`config.mk`:
```
export PLATFORM = sky130hd
export DESIGN_NAME = sha256_sha224_hash_top
export DESIGN_NICKNAME = d
export VERILOG_FILES = /design/src/shah_pkg.sv /design/src/sha256_sha224_hash_top.sv /design/src/shah_sched.sv /design/src/shah_core.sv
export SDC_FILE = /design/constraint.sdc
export NUM_CORES = 2
export LEC_CHECK = 0
export BUFFER_PORTS_ARGS = -buffer_cell sky130_fd_sc_hd__buf_2
export CELL_PAD_IN_SITES_DETAIL_PLACEMENT = 0
export CELL_PAD_IN_SITES_GLOBAL_PLACEMENT = 1
export CORE_MARGIN = 2
export CORE_UTILIZATION = 30
export CTS_CLUSTER_DIAMETER = 120
export CTS_CLUSTER_SIZE = 10
export DETAILED_ROUTE_END_ITERATION = 8
export PLACE_DENSITY = 0.63
export SLEW_MARGIN = 40
export SYNTH_ARGS = -nofsm -noshare
export SYNTH_HDL_FRONTEND = slang
export SYNTH_SLANG_ARGS = --single-unit
```
`constraint.sdc`:
```
create_clock -name clk -period 14.2 [get_ports clk]
set_input_delay 0.71 -clock clk [delete_from_list [all_inputs] [get_ports clk]]
set_output_delay 0.71 -clock clk [all_outputs]
set_load 0.02 [all_outputs]
```
`src/shah_pkg.sv`:
```
// Shared types, constants and round constants of the SHA-256 / SHA-224 hasher.
package shah_pkg;

	typedef enum logic [2:0] {
		S_IDLE,
		S_PAD80,
		S_ZERO,
		S_LEN_HI,
		S_LEN_LO,
		S_COMP,
		S_ADD,
		S_OUT
	} state_t;

	typedef struct packed {
		logic iv_load;
		logic iv_224;
		logic comp_start;
		logic round_en;
		logic chain_add;
	} core_ctl_t;

	typedef struct packed {
		logic push;
		logic expand;
	} sched_ctl_t;

	localparam logic [3:0] NW256 = 4'd8;
	localparam logic [3:0] NW224 = 4'd7;
	localparam logic [3:0] LAST_SLOT = 4'd15;
	localparam logic [3:0] LEN_SLOT = 4'd14;
	localparam logic [5:0] LAST_ROUND = 6'd63;

	localparam logic [31:0] IV256 [0:7] = '{
		32'h6A09E667, 32'hBB67AE85, 32'h3C6EF372, 32'hA54FF53A,
		32'h510E527F, 32'h9B05688C, 32'h1F83D9AB, 32'h5BE0CD19
	};

	localparam logic [31:0] IV224 [0:7] = '{
		32'hC1059ED8, 32'h367CD507, 32'h3070DD17, 32'hF70E5939,
		32'hFFC00B31, 32'h68581511, 32'h64F98FA7, 32'hBEFA4FA4
	};

	function automatic logic [31:0] round_k(input logic [5:0] idx);
		logic [31:0] k;
		case (idx)
			6'd0: k = 32'h428A2F98;  6'd1: k = 32'h71374491;
			6'd2: k = 32'hB5C0FBCF;  6'd3: k = 32'hE9B5DBA5;
			6'd4: k = 32'h3956C25B;  6'd5: k = 32'h59F111F1;
			6'd6: k = 32'h923F82A4;  6'd7: k = 32'hAB1C5ED5;
			6'd8: k = 32'hD807AA98;  6'd9: k = 32'h12835B01;
			6'd10: k = 32'h243185BE; 6'd11: k = 32'h550C7DC3;
			6'd12: k = 32'h72BE5D74; 6'd13: k = 32'h80DEB1FE;
			6'd14: k = 32'h9BDC06A7; 6'd15: k = 32'hC19BF174;
			6'd16: k = 32'hE49B69C1; 6'd17: k = 32'hEFBE4786;
			6'd18: k = 32'h0FC19DC6; 6'd19: k = 32'h240CA1CC;
			6'd20: k = 32'h2DE92C6F; 6'd21: k = 32'h4A7484AA;
			6'd22: k = 32'h5CB0A9DC; 6'd23: k = 32'h76F988DA;
			6'd24: k = 32'h983E5152; 6'd25: k = 32'hA831C66D;
			6'd26: k = 32'hB00327C8; 6'd27: k = 32'hBF597FC7;
			6'd28: k = 32'hC6E00BF3; 6'd29: k = 32'hD5A79147;
			6'd30: k = 32'h06CA6351; 6'd31: k = 32'h14292967;
			6'd32: k = 32'h27B70A85; 6'd33: k = 32'h2E1B2138;
			6'd34: k = 32'h4D2C6DFC; 6'd35: k = 32'h53380D13;
			6'd36: k = 32'h650A7354; 6'd37: k = 32'h766A0ABB;
			6'd38: k = 32'h81C2C92E; 6'd39: k = 32'h92722C85;
			6'd40: k = 32'hA2BFE8A1; 6'd41: k = 32'hA81A664B;
			6'd42: k = 32'hC24B8B70; 6'd43: k = 32'hC76C51A3;
			6'd44: k = 32'hD192E819; 6'd45: k = 32'hD6990624;
			6'd46: k = 32'hF40E3585; 6'd47: k = 32'h106AA070;
			6'd48: k = 32'h19A4C116; 6'd49: k = 32'h1E376C08;
			6'd50: k = 32'h2748774C; 6'd51: k = 32'h34B0BCB5;
			6'd52: k = 32'h391C0CB3; 6'd53: k = 32'h4ED8AA4A;
			6'd54: k = 32'h5B9CCA4F; 6'd55: k = 32'h682E6FF3;
			6'd56: k = 32'h748F82EE; 6'd57: k = 32'h78A5636F;
			6'd58: k = 32'h84C87814; 6'd59: k = 32'h8CC70208;
			6'd60: k = 32'h90BEFFFA; 6'd61: k = 32'hA4506CEB;
			6'd62: k = 32'hBEF9A3F7; 6'd63: k = 32'hC67178F2;
			default: k = '0;
		endcase
		return k;
	endfunction

endpackage

```
`src/sha256_sha224_hash_top.sv`:
```
// Top level of the streaming SHA-256 / SHA-224 hasher: sequencer, byte packing and output.
//
// Input words carry up to four message bytes (first byte in bits 31:24), a byte count
// (values above four count as four) and a last mark. A word that completes a 64-byte
// block starts a compression (load on the accepting edge, 64 rounds of the single round
// unit, chaining add), and in_ready stays low until the chaining add is done.
// After a word with the last mark the block pads the message: it pushes the 0x80 word,
// zero words up to the length slot and the two length words, then runs a final
// compression (plus one extra block when fewer than nine bytes of room remained). After
// the final chaining add the sequencer enters S_OUT and loads the first digest word.
// The digest then leaves on the output channel, one word per cycle while out_ready is
// high: eight words for SHA-256, seven for SHA-224, word_index counting from 0 and
// last_word on the final one. A stalled receiver simply holds the output register.
// Once the last digest word is taken the initial values are reloaded and in_ready rises.
// The mode register is written over the cfg channel while idle; a write reloads the
// initial values and drops any partial message. Reset selects SHA-256 and an empty
// message.
module sha256_sha224_hash_top (
	input  logic        clk,
	input  logic        arst_n,
	input  logic        in_valid,
	output logic        in_ready,
	input  logic [31:0] data_word,
	input  logic [2:0]  byte_count,
	input  logic        last_item,
	output logic        out_valid,
	input  logic        out_ready,
	output logic [31:0] digest_word,
	output logic [2:0]  word_index,
	output logic        last_word,
	input  logic        cfg_valid,
	output logic        cfg_ready,
	input  logic        mode_sha224
);
	import shah_pkg::*;

	state_t      state_q;
	state_t      state_d;
	state_t      ret_q;
	state_t      ret_d;
	logic        mode_q;
	logic [63:0] total_q;
	logic [31:0] acc_q;
	logic [3:0]  wcnt_q;
	logic [5:0]  rnd_q;
	logic [3:0]  oidx_q;
	logic        out_valid_q;
	logic [31:0] digest_word_q;
	logic [2:0]  word_index_q;
	logic        last_word_q;

	logic        in_fire;
	logic        cfg_fire;
	logic [2:0]  nbytes;
	logic [1:0]  part;
	logic [31:0] data_masked;
	logic [63:0] packed_bytes;
	logic        word_full;
	logic [31:0] pad_word;
	logic [3:0]  nwords;
	logic        push;
	logic [31:0] push_word;
	logic        out_load;
	logic        finish;
	logic        pad_clear;
	logic [31:0] rd_word;
	logic [31:0] w_word;
	core_ctl_t   core_ctl;
	sched_ctl_t  sched_ctl;

	assign in_fire = in_valid && in_ready;
	assign cfg_fire = cfg_valid && cfg_ready;
	assign nbytes = (byte_count > 3'd4) ? 3'd4 : byte_count;
	assign part = total_q[1:0];
	assign data_masked = data_word & ~(32'hFFFF_FFFF >> {nbytes, 3'b000});
	// Bytes already held stay in front, the new ones follow right behind them.
	assign packed_bytes = {acc_q, 32'h0} | ({data_masked, 32'h0} >> {part, 3'b000});
	assign word_full = ({1'b0, part} + nbytes) >= 3'd4;
	assign pad_word = acc_q | (32'h8000_0000 >> {part, 3'b000});
	assign nwords = mode_q ? NW224 : NW256;

	always_comb begin
		state_d = state_q;
		ret_d = ret_q;
		push = 1'b0;
		push_word = packed_bytes[63:32];
		core_ctl = '0;
		in_ready = 1'b0;
		cfg_ready = 1'b0;
		out_load = 1'b0;
		finish = 1'b0;
		pad_clear = 1'b0;
		case (state_q)
			S_IDLE: begin
				cfg_ready = 1'b1;
				in_ready = !cfg_valid;
				if (cfg_fire) begin
					core_ctl.iv_load = 1'b1;
					core_ctl.iv_224 = mode_sha224;
				end else if (in_fire) begin
					push = word_full;
					if (word_full && wcnt_q == LAST_SLOT) begin
						state_d = S_COMP;
						core_ctl.comp_start = 1'b1;
						ret_d = last_item ? S_PAD80 : S_IDLE;
					end else if (last_item) begin
						state_d = S_PAD80;
					end
				end
			end
			S_PAD80: begin
				push = 1'b1;
				push_word = pad_word;
				pad_clear = 1'b1;
				if (wcnt_q == LAST_SLOT) begin
					state_d = S_COMP;
					core_ctl.comp_start = 1'b1;
					ret_d = S_ZERO;
				end else begin
					state_d = S_ZERO;
				end
			end
			S_ZERO: begin
				push_word = '0;
				if (wcnt_q == LEN_SLOT) begin
					state_d = S_LEN_HI;
				end else begin
					push = 1'b1;
					if (wcnt_q == LAST_SLOT) begin
						state_d = S_COMP;
						core_ctl.comp_start = 1'b1;
						ret_d = S_ZERO;
					end
				end
			end
			S_LEN_HI: begin
				push = 1'b1;
				push_word = total_q[60:29];
				state_d = S_LEN_LO;
			end
			S_LEN_LO: begin
				push = 1'b1;
				push_word = {total_q[28:0], 3'b000};
				state_d = S_COMP;
				core_ctl.comp_start = 1'b1;
				ret_d = S_OUT;
			end
			S_COMP: begin
				core_ctl.round_en = 1'b1;
				if (rnd_q == LAST_ROUND) begin
					state_d = S_ADD;
				end
			end
			S_ADD: begin
				core_ctl.chain_add = 1'b1;
				state_d = ret_q;
			end
			S_OUT: begin
				if (!out_valid_q || out_ready) begin
					if (oidx_q == nwords) begin
						finish = 1'b1;
						core_ctl.iv_load = 1'b1;
						core_ctl.iv_224 = mode_q;
						state_d = S_IDLE;
					end else begin
						out_load = 1'b1;
					end
				end
			end
			default: begin
				state_d = S_IDLE;
			end
		endcase
		sched_ctl.push = push;
		sched_ctl.expand = core_ctl.round_en;
	end

	always_ff @(posedge clk or negedge arst_n) begin
		if (!arst_n) begin
			state_q <= S_IDLE;
			ret_q <= S_IDLE;
			mode_q <= 1'b0;
			total_q <= '0;
			acc_q <= '0;
			wcnt_q <= '0;
			rnd_q <= '0;
			oidx_q <= '0;
			out_valid_q <= 1'b0;
		end else begin
			state_q <= state_d;
			ret_q <= ret_d;
			if (cfg_fire) begin
				mode_q <= mode_sha224;
			end
			if (cfg_fire || finish) begin
				total_q <= '0;
				acc_q <= '0;
				wcnt_q <= '0;
			end else begin
				if (in_fire) begin
					total_q <= total_q + 64'(nbytes);
					acc_q <= word_full ? packed_bytes[31:0] : packed_bytes[63:32];
				end else if (pad_clear) begin
					acc_q <= '0;
				end
				if (push) begin
					wcnt_q <= wcnt_q + 4'd1;
				end
			end
			if (core_ctl.comp_start) begin
				rnd_q <= '0;
			end else if (core_ctl.round_en) begin
				rnd_q <= rnd_q + 6'd1;
			end
			if (core_ctl.chain_add) begin
				oidx_q <= '0;
			end else if (out_load) begin
				oidx_q <= oidx_q + 4'd1;
			end
			if (out_load) begin
				out_valid_q <= 1'b1;
			end else if (out_ready) begin
				out_valid_q <= 1'b0;
			end
		end
	end

	always_ff @(posedge clk) begin
		if (out_load) begin
			digest_word_q <= rd_word;
			word_index_q <= oidx_q[2:0];
			last_word_q <= (oidx_q == (nwords - 4'd1));
		end
	end

	shah_sched u_sched (
		.clk      (clk),
		.ctl      (sched_ctl),
		.ext_word (push_word),
		.w_word   (w_word)
	);

	shah_core u_core (
		.clk     (clk),
		.arst_n  (arst_n),
		.ctl     (core_ctl),
		.k_word  (round_k(rnd_q)),
		.w_word  (w_word),
		.rd_idx  (oidx_q[2:0]),
		.rd_word (rd_word)
	);

	assign out_valid = out_valid_q;
	assign digest_word = digest_word_q;
	assign word_index = word_index_q;
	assign last_word = last_word_q;

	// Input is never taken while digest words are still being handed out.
	a_no_overlap: assert property (@(posedge clk) disable iff (!arst_n)
		!(in_ready && out_valid))
		else $error("input accepted while digest output pending");

	// Taking the final digest word returns the block to idle at once.
	a_idle_after_last: assert property (@(posedge clk) disable iff (!arst_n)
		(out_valid && out_ready && last_word) |=> (state_q == S_IDLE))
		else $error("block not idle after final digest word");

	// The length words always close a block exactly.
	a_final_block_full: assert property (@(posedge clk) disable iff (!arst_n)
		(state_q == S_LEN_LO) |-> (wcnt_q == LAST_SLOT))
		else $error("length words misaligned in final block");

	// SHA-224 never shows a word index beyond six.
	a_index_range: assert property (@(posedge clk) disable iff (!arst_n)
		out_valid |-> (!mode_q || word_index != 3'd7))
		else $error("digest word index out of range for mode");

	// A compression always runs from its first round.
	a_round_start: assert property (@(posedge clk) disable iff (!arst_n)
		core_ctl.comp_start |=> (rnd_q == 6'd0 && state_q == S_COMP))
		else $error("compression started at wrong round");

endmodule

```
`src/shah_sched.sv`:
```
// Message schedule: a sixteen-word shift line that takes block words and expands them.
module shah_sched (
	input  logic                   clk,
	input  shah_pkg::sched_ctl_t   ctl,
	input  logic [31:0]            ext_word,
	output logic [31:0]            w_word
);
	import shah_pkg::*;

	logic [31:0] w_q [0:15];
	logic [31:0] s0;
	logic [31:0] s1;
	logic [31:0] next_w;
	logic [31:0] in_word;

	// Position k of the line holds W[t+k] while round t runs.
	assign s0 = {w_q[1][6:0], w_q[1][31:7]} ^ {w_q[1][17:0], w_q[1][31:18]}
		^ (w_q[1] >> 3);
	assign s1 = {w_q[14][16:0], w_q[14][31:17]} ^ {w_q[14][18:0], w_q[14][31:19]}
		^ (w_q[14] >> 10);
	assign next_w = s1 + w_q[9] + s0 + w_q[0];
	assign in_word = ctl.expand ? next_w : ext_word;
	assign w_word = w_q[0];

	always_ff @(posedge clk) begin
		if (ctl.push || ctl.expand) begin
			for (int i = 0; i < 15; i++) begin
				w_q[i] <= w_q[i + 1];
			end
			w_q[15] <= in_word;
		end
	end

endmodule

```
`src/shah_core.sv`:
```
// Compression core: chaining value, working variables and the shared round unit.
module shah_core (
	input  logic                  clk,
	input  logic                  arst_n,
	input  shah_pkg::core_ctl_t   ctl,
	input  logic [31:0]           k_word,
	input  logic [31:0]           w_word,
	input  logic [2:0]            rd_idx,
	output logic [31:0]           rd_word
);
	import shah_pkg::*;

	logic [31:0] chain_q [0:7];
	logic [31:0] wv_q [0:7];
	logic [31:0] big_s0;
	logic [31:0] big_s1;
	logic [31:0] ch;
	logic [31:0] maj;
	logic [31:0] t1;
	logic [31:0] t2;

	assign big_s1 = {wv_q[4][5:0], wv_q[4][31:6]} ^ {wv_q[4][10:0], wv_q[4][31:11]}
		^ {wv_q[4][24:0], wv_q[4][31:25]};
	assign big_s0 = {wv_q[0][1:0], wv_q[0][31:2]} ^ {wv_q[0][12:0], wv_q[0][31:13]}
		^ {wv_q[0][21:0], wv_q[0][31:22]};
	assign ch = wv_q[6] ^ (wv_q[4] & (wv_q[5] ^ wv_q[6]));
	assign maj = (wv_q[0] & wv_q[1]) | (wv_q[2] & (wv_q[0] | wv_q[1]));
	assign t1 = wv_q[7] + big_s1 + ch + k_word + w_word;
	assign t2 = big_s0 + maj;
	assign rd_word = chain_q[rd_idx];

	always_ff @(posedge clk or negedge arst_n) begin
		if (!arst_n) begin
			for (int i = 0; i < 8; i++) begin
				chain_q[i] <= IV256[i];
			end
		end else if (ctl.iv_load) begin
			for (int i = 0; i < 8; i++) begin
				chain_q[i] <= ctl.iv_224 ? IV224[i] : IV256[i];
			end
		end else if (ctl.chain_add) begin
			for (int i = 0; i < 8; i++) begin
				chain_q[i] <= chain_q[i] + wv_q[i];
			end
		end
	end

	always_ff @(posedge clk) begin
		if (ctl.comp_start) begin
			for (int i = 0; i < 8; i++) begin
				wv_q[i] <= chain_q[i];
			end
		end else if (ctl.round_en) begin
			wv_q[7] <= wv_q[6];
			wv_q[6] <= wv_q[5];
			wv_q[5] <= wv_q[4];
			wv_q[4] <= wv_q[3] + t1;
			wv_q[3] <= wv_q[2];
			wv_q[2] <= wv_q[1];
			wv_q[1] <= wv_q[0];
			wv_q[0] <= t1 + t2;
		end
	end

endmodule

```
==> reports/qor.csv <==
stage,metric,value,unit
global_routing,GR Util met1,0.305,
timing,Setup TNS Final,0,ns
synth,Synthesized Nets,8002,
setup_path,worst-path fanout max,19,
setup_path,reg2reg start,rnd_q[1]$_DFFE_PN0P_,
timing,final count of pins violating max slew,0,
clocking,Post-CTS Setup Bufs,0,
timing,final clock skew,0.0627,ns
synth,largest area contributor in the netlist,edfxtp_1,
hold_path,Min-Delay Path Class,in -> reg,
timing,final setup fails,0,
die,Ports,81,
outcome,status,finished clean,
timing,unrepaired setup endpoints after global routing,no,
global_routing,largest net degree at the start of global routing,155,
global_routing,most used routing layer,met2,
final_layout,fraction of layout cells with a size suffix above 1,0.0932,
global_routing,vias in the first global route,55000,
clocking,clk root buf,clkbuf_16,
setup_path,Worst Setup Start Kind,register,
die,die area,253000,um^2
timing,Final Hold Fails,0,
global_routing,Global Route Usage Sum,0.206,
setup_path,crit path DAT,10.68,ns
setup_path,"Buf+Inv Stages, Crit Path",2,
setup_path,WP data required,14.75,ns
hold_path,hold path startpoint,last_item,
synth,yosys warns,0,
synth,post-synthesis cell count,7359,
synth,Area contributors post-synth,"edfxtp_1 32%, dfrtp_1 7.9%, ha_1 6.8%, nand2_1 5.3%, fa_1 5.3%",
synth,synthesis-stage register bit count,1175,
setup_path,Slowest cell on crit path,ha_1,
drt,WL final,266000,um
clocking,clk_lat worst skew,0.83,ns
timing,relative slew slack,0.407,
placed_design,Port Buffer Count,80,
die,Starting Density,0.301,
setup_path,critical path type,reg -> reg,
timing,Min Hold Slack,0.184,ns
drt,Via Count,57000,
drt,wire length per cell,24.8,um
synth,"FFs w/ async S/R, synth",0.316,
drt,drt drc,0,
setup_path,endpoint class of the critical path,register,
die,Core Area,248000,um^2
global_routing,GR Overflow Total,0,
final_layout,sequential cell area,33600,um^2
drt,First-pass DRT Iterations,6,
timing,Highest Clock Rate,98.7,MHz
timing,Final Critical Period,10.13,ns
synth,top-area cell type share of the netlist area,0.323,
job,MaxCap Viol Count,0,
clocking,clk sinks,1175,
timing,Tcrit/Tclk final,0.713,
synth,syn_area_per_cell,10.2,um^2
placed_design,hpwl dp,193000,um
drt,ANT nets after route,0,
setup_path,longest individual stage delay on the worst path,0.93,ns
timing,Tightest Pin Transition,0.886,ns
synth,sequential fraction of the synthesis area,0.450,
global_routing,first-pass GRT wire length,387000,um
placed_design,GPL Wtd Cong,0.897,
clocking,Worst-path clk slew,0.06,ns
final_layout,Layout Nets,7963,
synth,"Distinct cells, synth",93,
die,std cell rows,183,
final_layout,# fillers,25200,
global_routing,met2 Use GR,0.320,
synth,number of synthesized flops with an enable pin,804,
global_routing,antenna violations before repair,6,
drt,drt via density,5.31,
clocking,CTS buffer count,136,
clocking,CTS Buffer Depth,3,
final_layout,area delta synth->final,11.4,%
setup_path,Top delay family on crit path,compound AO/OA/AOI/OAI gates,
synth,ys flop type,edfxtp_1,
drt,DRT iter0 DRCs,5586,
clocking,htree depth,4,
clocking,CTS tree,built,
die,Die Ht,503,um
final_layout,area of the multi-input gates,38400,um^2
synth,synthesized area,74700,um^2
setup_path,crit path from,rnd_q[1]$_DFFE_PN0P_,
die,Die Wd,503,um
global_routing,met3 Resource Use GR,0.0264,
## worst min-delay path: stages
cell     delay [ns]
buf_2          0.11
o21ai_0        0.07
a31oi_1        0.08
## cell usage in the layout (no fill, tap or decap), types with 63 or more instances in the layout
cell,count
mux4_2,70
a31oi_1,86
nor3_1,131
ha_1,405
clkbuf_1,67
dfstp_2,136
a21oi_1,626
inv_1,405
nand2b_1,71
xnor2_1,356
edfxtp_1,804
buf_2,79
xor2_1,247
nand3_1,130
nand2_1,1041
dfrtp_1,227
a211oi_1,63
clkbuf_16,139
nor2_1,417
a21o_1,159
buf_4,82
o21ai_0,498
fa_1,196
## path summary, 6_finish.rpt
path	endpoint	slack, ns	depth (start not counted)
min	ret_q[0]$_DFFE_PN0P_	0.18	3
min in group asynchronous	u_core.chain_q[222]$_DFFE_PN0P_	0.49	2
min reg2reg	u_sched.w_q[1][99]$_DFFE_PP_	0.39	0
max in group asynchronous	u_core.chain_q[0]$_DFFE_PN1P_	11.29	7
max	u_core.wv_q[0][31]$_DFFE_PP_	4.07	35
max reg2reg	u_core.wv_q[0][31]$_DFFE_PP_	4.07	35
## cell usage after synthesis, types with 20 or more instances
cell / number
a211oi_1: 64
a21o_1: 159
a21oi_1: 629
a221oi_1: 22
a22oi_1: 24
a31oi_1: 87
and3_1: 50
buf_1: 51
clkbuf_1: 306
dfrtp_1: 235
dfstp_2: 136
edfxtp_1: 804
fa_1: 196
ha_1: 405
inv_1: 405
maj3_1: 30
mux2_2: 53
mux2i_1: 61
mux4_2: 70
nand2_1: 1047
nand2b_1: 72
nand3_1: 131
nand4_1: 33
nor2_1: 422
nor2b_1: 55
nor3_1: 136
nor3b_1: 20
o211ai_1: 36
o21a_1: 58
o21ai_0: 502
o21bai_1: 48
o22ai_1: 22
o31ai_1: 43
or3_1: 46
xnor2_1: 356
xor2_1: 247
## cell families (layout without fill, tap and decap cells)
group	Yosys count	count (layout)	synth area share
compound gates	1885	1885	0.153
xor+xnor	604	604	0.0710
fa+ha+maj	631	631	0.124
buf+inv	774	818	0.0395
flops	1175	1175	0.450
mux	184	184	0.0373
other cells	0	2	0
simple gates	2106	2106	0.125
## through the flow
| stage | setup WS [ns] | area, um^2 | instances | utilization |
|---|---|---|---|---|
| global placement | 4.19 | 78800 | 10500 | 0.317 |
| floorplan | 4.42 | 74700 | 7359 | - |
| finish | 4.07 | 83200 | 10700 | 0.335 |
| global route | 3.40 | 83200 | 10700 | 0.335 |
| CTS | 4.19 | 83100 | 10700 | 0.335 |
| detailed placement | 4.22 | 79000 | 10500 | 0.318 |
## metal layers
metal / wire length [um] / vias up
li1: - / 26100
met2: 119000 / 1829
met4: 5570 / 2
met3: 15300 / 260
met1: 126000 / 28800
met5: 13 / -
## state kept, by name (all words and copies together) (netlist names), 3 cells and up
signal,count
state_q,3
wcnt_q,4
u_core.chain_q,256
oidx_q,4
word_index,3
rnd_q,6
ret_q,3
u_core.wv_q,256
total_q,61
acc_q,32
u_sched.w_q,512
digest_word,32
## repair_timing
action / in CTS / in global routing
hold endpoints to repair: 32 / 0
hold buffers: 1 / 0
resized for setup: 0 / 0
## final cells by class
cell class / count / share of cell area
Sequential cell: 1175 / 0.404
Clock buffer: 206 / 0.0448
Antenna cell: 2 / 0.0000602
Inverter: 407 / 0.0184
Clock inverter: 15 / 0.00376
Tap cell: 3330 / 0.0501
Multi-Input combinational cell: 5410 / 0.461
Timing Repair Buffer: 190 / 0.0176
Power is left out: the tool's default activity adds up to more than one toggle a clock period on the data nets, which glitch-free logic cannot reach.
